`src/design/ramp_biased_kinetic_tensor_unit_defines.svh`:
```
// ----------------------------------------------------------------------------
// Assertion macros for the ramp-biased kinetic tensor unit.
// Both macros expect signals named clk and rst_n in the scope where they are used.
// ----------------------------------------------------------------------------
`ifndef RAMP_BIASED_KINETIC_TENSOR_UNIT_DEFINES_SVH
`define RAMP_BIASED_KINETIC_TENSOR_UNIT_DEFINES_SVH

// The consequent must hold in the same cycle as the antecedent.
`define RBKT_ASSERT_NOW(label, ante, cons) \
    label: assert property (@(posedge clk) disable iff (!rst_n) (ante) |-> (cons)) \
        else $error("rbkt: same-cycle check failed");

// The consequent must hold in the cycle after the antecedent.
`define RBKT_ASSERT_NEXT(label, ante, cons) \
    label: assert property (@(posedge clk) disable iff (!rst_n) (ante) |=> (cons)) \
        else $error("rbkt: next-cycle check failed");

`endif

```
`src/design/rbkt_pkg.sv`:
```
`timescale 1ns / 1ps
// ----------------------------------------------------------------------------
// rbkt_pkg
// Shared types, constants and helper functions for the kinetic tensor unit.
// ----------------------------------------------------------------------------
package rbkt_pkg;

    localparam int FRAC_BITS = 16;
    localparam int ACC_W     = 64;
    localparam int STEP_W    = 6;

    localparam logic [16:0] ONE_Q = 17'(1) << FRAC_BITS;

    localparam logic [STEP_W-1:0] STEP_ACC_END = 6'd22;
    localparam logic [STEP_W-1:0] STEP_EMIT    = 6'd23;
    localparam logic [STEP_W-1:0] STEP_END     = 6'd38;

    typedef enum logic [2:0] {
        REG_COORD_AXIS   = 3'd0,
        REG_VEL_AXIS     = 3'd1,
        REG_COORD_LOW    = 3'd2,
        REG_INV_SPAN     = 3'd3,
        REG_VEL_LOW      = 3'd4,
        REG_VEL_HIGH     = 3'd5,
        REG_ENERGY_SCALE = 3'd6,
        REG_TEMP_SCALE   = 3'd7
    } cfg_reg_t;

    typedef enum logic [3:0] {
        OP_NOP,
        OP_FRAC,
        OP_RAMP,
        OP_VV,
        OP_PL,
        OP_PH,
        OP_TRACE,
        OP_SL,
        OP_SH
    } op_kind_t;

    typedef struct packed {
        op_kind_t   kind;
        logic [2:0] idx;
    } op_t;

    typedef struct packed {
        logic load;
        logic publish;
        op_t  op;
    } ctrl_cmd_t;

    typedef struct packed {
        logic out_busy;
    } ctrl_status_t;

    typedef struct packed {
        logic signed [31:0] pos_x;
        logic signed [31:0] pos_y;
        logic signed [31:0] pos_z;
        logic signed [31:0] vel_x;
        logic signed [31:0] vel_y;
        logic signed [31:0] vel_z;
        logic [31:0]        particle_mass;
        logic               in_group;
        logic               last;
    } in_item_t;

    typedef struct packed {
        logic signed [63:0] temperature;
        logic signed [63:0] ke_xx;
        logic signed [63:0] ke_yy;
        logic signed [63:0] ke_zz;
        logic signed [63:0] ke_xy;
        logic signed [63:0] ke_xz;
        logic signed [63:0] ke_yz;
    } out_item_t;

    function automatic op_t op_at(input logic [STEP_W-1:0] step);
        op_t               o;
        logic [STEP_W-1:0] rel;
        begin
            o.kind = OP_NOP;
            o.idx  = 3'd0;
            rel    = '0;
            if (step == 6'd0) begin
                o.kind = OP_FRAC;
            end else if (step == 6'd2) begin
                o.kind = OP_RAMP;
            end else if (step >= 6'd4 && step <= 6'd9) begin
                rel    = step - 6'd4;
                o.kind = OP_VV;
                o.idx  = rel[2:0];
            end else if (step >= 6'd10 && step <= 6'd21) begin
                rel    = step - 6'd10;
                o.kind = rel[0] ? OP_PH : OP_PL;
                o.idx  = rel[3:1];
            end else if (step == STEP_EMIT) begin
                o.kind = OP_TRACE;
            end else if (step >= 6'd24 && step <= 6'd37) begin
                rel    = step - 6'd24;
                o.kind = rel[0] ? OP_SH : OP_SL;
                o.idx  = rel[3:1];
            end
            return o;
        end
    endfunction

    function automatic logic [1:0] axis_clamp(input logic [1:0] a);
        return (a == 2'd3) ? 2'd2 : a;
    endfunction

    // Tensor order is xx yy zz xy xz yz.
    function automatic logic [1:0] tensor_ia(input logic [2:0] k);
        logic [1:0] r;
        begin
            case (k)
                3'd1:    r = 2'd1;
                3'd2:    r = 2'd2;
                3'd5:    r = 2'd1;
                default: r = 2'd0;
            endcase
            return r;
        end
    endfunction

    function automatic logic [1:0] tensor_ib(input logic [2:0] k);
        logic [1:0] r;
        begin
            case (k)
                3'd1:    r = 2'd1;
                3'd2:    r = 2'd2;
                3'd3:    r = 2'd1;
                3'd4:    r = 2'd2;
                3'd5:    r = 2'd2;
                default: r = 2'd0;
            endcase
            return r;
        end
    endfunction

    function automatic logic signed [ACC_W-1:0] sat_add(
        input logic signed [ACC_W-1:0] a,
        input logic signed [ACC_W-1:0] b
    );
        logic signed [ACC_W:0] s;
        begin
            s = {a[ACC_W-1], a} + {b[ACC_W-1], b};
            if (s[ACC_W] != s[ACC_W-1]) begin
                return s[ACC_W] ? {1'b1, {(ACC_W-1){1'b0}}} : {1'b0, {(ACC_W-1){1'b1}}};
            end
            return s[ACC_W-1:0];
        end
    endfunction

endpackage

```
`src/design/rbkt_ctrl.sv`:
```
`timescale 1ns / 1ps
// ----------------------------------------------------------------------------
// rbkt_ctrl
// Sequencer that steps the shared multiplier through one particle's work.
// ----------------------------------------------------------------------------
`include "ramp_biased_kinetic_tensor_unit_defines.svh"

module rbkt_ctrl
    import rbkt_pkg::*;
(
    input  logic         clk,
    input  logic         rst_n,
    input  logic         in_valid,
    input  logic         in_group,
    input  logic         in_last,
    output logic         in_ready,
    input  ctrl_status_t status,
    output ctrl_cmd_t    cmd
);

    typedef enum logic [1:0] {
        ST_IDLE,
        ST_RUN,
        ST_WAIT
    } state_t;

    state_t            state_reg;
    logic [STEP_W-1:0] step_reg;
    logic              last_reg;

    always_comb
    begin
        in_ready       = (state_reg == ST_IDLE);
        cmd.load       = in_valid && in_ready;
        cmd.op         = (state_reg == ST_RUN) ? op_at(step_reg) : op_t'{kind: OP_NOP, idx: 3'd0};
        cmd.publish    = (state_reg == ST_RUN) && (step_reg == STEP_END);
    end

    always_ff @(posedge clk or negedge rst_n)
    begin
        if (!rst_n)
        begin
            state_reg <= ST_IDLE;
            step_reg  <= '0;
            last_reg  <= 1'b0;
        end
        else
        begin
            case (state_reg)
                ST_IDLE:
                begin
                    if (in_valid)
                    begin
                        last_reg <= in_last;
                        if (in_group)
                        begin
                            state_reg <= ST_RUN;
                            step_reg  <= '0;
                        end
                        else if (in_last)
                        begin
                            state_reg <= ST_WAIT;
                        end
                    end
                end
                ST_RUN:
                begin
                    if (step_reg == STEP_ACC_END)
                    begin
                        state_reg <= last_reg ? ST_WAIT : ST_IDLE;
                    end
                    else if (step_reg == STEP_END)
                    begin
                        state_reg <= ST_IDLE;
                    end
                    else
                    begin
                        step_reg <= step_reg + 6'd1;
                    end
                end
                ST_WAIT:
                begin
                    if (!status.out_busy)
                    begin
                        state_reg <= ST_RUN;
                        step_reg  <= STEP_EMIT;
                    end
                end
                default:
                begin
                    state_reg <= ST_IDLE;
                end
            endcase
        end
    end

    `RBKT_ASSERT_NOW(a_publish_free, cmd.publish, !status.out_busy)
    `RBKT_ASSERT_NEXT(a_publish_idle, cmd.publish, state_reg == ST_IDLE)
    `RBKT_ASSERT_NOW(a_load_on_transfer, cmd.load, in_valid && in_ready)
    `RBKT_ASSERT_NOW(a_step_range, state_reg == ST_RUN, step_reg <= STEP_END)

endmodule

```
`config.mk`:
```
export PLATFORM = sky130hd
export DESIGN_NAME = rbkt_ctrl
export DESIGN_NICKNAME = d
export VERILOG_FILES = /design/src/design/rbkt_pkg.sv /design/src/design/rbkt_ctrl.sv
export VERILOG_INCLUDE_DIRS = /design/src /design/src/design
export SDC_FILE = /design/constraint.sdc
export NUM_CORES = 1
export LEC_CHECK = 0
export ABC_AREA = 1
export BUFFER_PORTS_ARGS = -buffer_cell sky130_fd_sc_hd__buf_2
export CAP_MARGIN = 20
export CORE_MARGIN = 2
export CORE_UTILIZATION = 37
export CTS_BUF_LIST = sky130_fd_sc_hd__clkbuf_16
export CTS_CLUSTER_DIAMETER = 60
export DETAILED_ROUTE_END_ITERATION = 10
export HOLD_SLACK_MARGIN = 0.02
export SETUP_SLACK_MARGIN = 0.4
export SYNTH_ARGS = -nofsm -noshare
export SYNTH_HDL_FRONTEND = slang
export SYNTH_SLANG_ARGS = --single-unit
```
`constraint.sdc`:
```
create_clock -name clk -period 2.1 [get_ports clk]
set_input_delay 0.105 -clock clk [delete_from_list [all_inputs] [get_ports clk]]
set_output_delay 0.105 -clock clk [all_outputs]
set_load 0.01 [all_outputs]
```
## Yosys cells after proc, flatten, opt, wreduce, memory -nomap -nowiden

Index checks and enable logic that the tools add are counted.

| operators by class | value |
|---|---|
| add/sub/neg operators | 4 |
| mux-type cells | 26 |
| $lt $le $gt $ge | 6 |
| equality and inequality tests | 13 |
| reductions and logical operators | 11 |

Operators by type and width:

| operator | number |
|---|---|
| 6-bit two-way mux | 5 |
| 7-bit two-way mux | 4 |
| 6-bit one-hot mux with 3 select lines | 1 |
| 4-bit two-way mux | 4 |
| 2-bit two-way mux | 7 |
| 6-bit by 5-bit equality test with 1-bit output (second input constant) | 2 |
| 2-bit != test (second input constant) | 5 |
| 3-bit two-way mux | 3 |
| 4-bit subtractor (second input constant) | 2 |
| 6-bit by 1-bit adder with 6-bit output (second input constant) | 1 |
| 6-bit by 2-bit equality test with 1-bit output (second input constant) | 1 |
| 6-bit equality test (second input constant) | 1 |
| 6-bit by 3-bit greater-or-equal comparator with 1-bit output (second input constant) | 1 |
| 6-bit by 4-bit greater-or-equal comparator with 1-bit output (second input constant) | 1 |
| 6-bit by 5-bit greater-or-equal comparator with 1-bit output (second input constant) | 1 |
| 6-bit by 4-bit <= comparator with 1-bit output (second input constant) | 1 |
| 6-bit by 5-bit <= comparator with 1-bit output (second input constant) | 1 |
| 6-bit <= comparator (second input constant) | 1 |
| 6-bit zero test | 1 |
| 2-bit one-hot mux with 3 select lines | 1 |
| 6-bit AND reduction | 1 |
| 1-bit logical AND | 5 |
| 4-bit AND reduction | 1 |
| 3-bit by 1-bit != test with 1-bit output (second input constant) | 1 |
| other kinds (8) | 8 |

| storage, ports and cells | value |
|---|---|
| output and inout port bits | 10 |
| register bits after elaboration | 9 |
| word-level logic and storage cells | 63 |

## Logic depth before layout (Yosys ltp)

| logic depth | value |
|---|---|
| depth after elaboration | 9 |
| gate-level depth with buffers | 10 |
| gate-level depth less buffers | 10 |

## Worst setup path after synthesis

Ideal clock, no wire load.

| timing | value |
|---|---|
| path kind | register -> output |
| start | reg step_reg[1] |
| end | out cmd[4] (netlist bit) |
| setup slack | 0.540 ns |
| data arrival time | 1.455 ns |
| cell stages (with the launch flop) | 11 |
| cell sequence | dfrtp_1 > inv_1 > ha_1 > inv_1 > nand2_1 > nand2_1 > nand2_1 > nand3_2 > inv_1 > nor2_1 > a21oi_1 |

RTL lines:

| element | RTL line | text |
|---|---|---|
| start, declared | rbkt_ctrl.sv:28 | `logic [STEP_W-1:0] step_reg;` |
| start signal, assigned | rbkt_ctrl.sv:78 | `step_reg <= step_reg + 6'd1;` |
| end, declared | rbkt_ctrl.sv:18 | `output ctrl_cmd_t cmd` |

==> flow_metrics.env <==
export IMPL_antenna_found_initial=0
export IMPL_initialDrtViolationCount=73
export IMPL_reg2reg_from="step_reg[0]"
export IMPL_crit_fanout=5
export IMPL_synth_cells=158
export IMPL_synth_area_um2=1080
export IMPL_drtAntennaViolNets=0
export IMPL_post_route_min_period_ns=1.84
export IMPL_die_area_um2=3370
export IMPL_ys_ff_latch=9
export IMPL_gr_usage_all_layers_pct=20.1
export IMPL_insertion_delay_ns=0.24
export IMPL_numCtsBuffers=3
export IMPL_coreArea_um2=2760
export IMPL_nets=217
export IMPL_firstDrtPassIters=5
export IMPL_synth_top_area_cell="dfrtp_1"
export IMPL_ys_seq_area_share_pct=20.9
export IMPL_fmax_mhz=543
export IMPL_setup_worst_path_class="reg2out"
export IMPL_yosysMostFrequentCell="nand2_1"
export IMPL_leakagePower_uw=0.000822
export IMPL_final_max_slew_viol_count=0
export IMPL_drc=0
export IMPL_maxCapViolCount=0
export IMPL_timing_final_hold_violations=0
export IMPL_fill_cells=242
export IMPL_fin_tns_setup_ns=0
export IMPL_maxSlewHeadroom_pct=69.9
export IMPL_synth_area_leaders="dfrtp_1, ha_1, nand2_1"
export IMPL_avgSynthCellArea_um2=6.83
export IMPL_irDropWorstVdd_v=0.000788
export IMPL_fin_util_pct=59.3
export IMPL_crit_path_start_kind="register"
export IMPL_worstPathRequired_ns=2.00
export IMPL_start_util_pct=39.2
export IMPL_cts_htree_levels=1
export IMPL_io_pins=16
export IMPL_setup_ws_ns=0.257
export IMPL_synth_nets=175
export IMPL_min_from="in_last"
export IMPL_cp_slowest_cell="dfrtp_2"
export IMPL_cp_cell_sequence="inv_4 > ha_4 > inv_4 > nand2_4 > nand2_2 > nand2_4 > nand3_4 > o21ai_1 > o21bai_1 > inv_1 > buf_2"
export IMPL_multi_input_area_um2=907
export IMPL_root_buffer="clkbuf_16"
export IMPL_clockBufferDepth=2
export IMPL_status="finished, final reports clean"
export IMPL_grt_overflow_total=0
export IMPL_grt_pass1_vias=1178
export IMPL_yosysWarnings=0
export IMPL_drive_gt1_share_pct=50.8
export IMPL_rsz0062_at_grt="yes"
export IMPL_cts_tree="yes"
export IMPL_design_area_um2=1630
export IMPL_fin_crit_sh_pct=87.8
export IMPL_startpoint="step_reg[1]"
export IMPL_worstMarginPinSlew_ns=0.450
export IMPL_total_power_uw=2350
export IMPL_arrival_ns=1.74
export IMPL_grt_max_degree=10
export IMPL_die_x_um=58.0
export IMPL_seq_area_um2=231
export IMPL_clock_skew_final_ns=0.000912
export IMPL_dp_hpwl_um=2100
export IMPL_place_area_um2=1180
export IMPL_synth_async_reset_ratio_pct=100
export IMPL_die_h_um=58.0
export IMPL_antenna_cells=0
export IMPL_synth_edf_count=0
export IMPL_wire_per_inst_um=14.4
export IMPL_area_growth_pct=51.3
export IMPL_max_stage_delay_ns=0.45
export IMPL_wl_um=3310
export IMPL_finalWeightedCongestion=0.878
export IMPL_clk_pin_slew_ns=0.04
export IMPL_largest_register_ffs=6
export IMPL_yosysTopAreaCellShare_pct=20.9
export IMPL_io_buffers=15
export IMPL_grt_pass1_wl_um=5220
export IMPL_vias=1218
export IMPL_hp_class="in2reg"
export IMPL_vias_per_cell=5.30
export IMPL_cts_sinks=9
export IMPL_rows=19
export IMPL_setup_worst_path_end_class="output pin"
export IMPL_power_density_nw_per_um2=1440
export IMPL_dp_slack_ns=0.268
export IMPL_synthTopCellsByCount="nand2_1, inv_1, nor2_1"
export IMPL_synthFlopType="dfrtp_1"
export IMPL_worstHoldPathCells=3
export IMPL_synth_cell_types=28
export IMPL_finalSetupViolCount=0
export IMPL_rr_worst_depth=7
cell usage in the layout (no fill, tap or decap), drive strengths merged, types with 3 or more instances in the layout:
master / Yosys / routed
nand2: 37 / 37
buf: 1 / 36
inv: 27 / 27
o21ai: 18 / 18
nor2: 17 / 17
nand3: 11 / 12
ha: 11 / 11
dfrtp: 9 / 9
a21oi: 7 / 7
nor3: 5 / 5
a31oi: 3 / 3
xor2: 3 / 3
clkbuf: 0 / 3
nand4: 3 / 3
metrics by stage:
step / hold WS [ns] / std cells
floorplan: -0.191 / 158
global placement: -0.0193 / 203
detailed placement: -0.0180 / 203
CTS: 0.147 / 227
global route: 0.180 / 230
finish: 0.144 / 230
per-layer routing:
metal | share of wire, % | GRT usage, % | vias to the layer above
li1 | - | - | 603
met1 | 45 | 25.0 | 571
met2 | 49 | 36.4 | 32
met3 | 3.1 | 2.01 | 12
met4 | 3.1 | 5.98 | 0
met5 | 0 | 0 | -
layout make-up:
class,instances,share of cell area (%)
inverters,28,7.81
flip-flops and latches,9,14.2
well taps,31,2.37
multi-input cells,121,55.5
repair buffers,37,15.3
clock inverters,1,0.230
clock buffers,3,4.59
timing repair:
| item | 4_1_cts | 5_1_grt |
|---|---|---|
| hold buffers | 1 | 0 |
| pin swaps | 9 | 10 |
| setup buffers | 18 | 3 |
| setup endpoints to repair | 8 | 14 |
| cloned | 1 | 0 |
| gates resized for setup | 22 | 37 |
| hold endpoints to repair | 9 | 0 |
cell families after synthesis:
| logic type | synth area share, % |
|---|---|
| fa+ha+maj | 12.7 |
| flops | 20.9 |
| xor+xnor | 2.43 |
| buf+inv | 11.5 |
| compound gates | 17.3 |
| simple gates | 35.2 |
worst max-delay path: cells and delay by family, from the launching register on:
family / cells / cell delay, ns
buffers and inverters: 4 / 0.31
AOI/OAI and AO/OA: 2 / 0.26
adders and majority gates: 1 / 0.16
and+or+nand+nor: 4 / 0.30
DFF: 1 / 0.45
power breakdown:
group	internal, µW	total (µW)	switching (µW)
sequential	240	323	82.9
combinational	690	1680	989
clock	250	346	95.7
total	1180	2350	1170
worst paths after layout:
kind	slack [ns]	to
min reg2reg	0.49	last_reg
max in group asynchronous	1.62	step_reg[0]
max reg2reg	0.50	state_reg[1]
min in group asynchronous	0.26	state_reg[1]
max	0.26	cmd[2]
min	0.14	last_reg
Note: power is estimated with default switching activity, not from simulation.
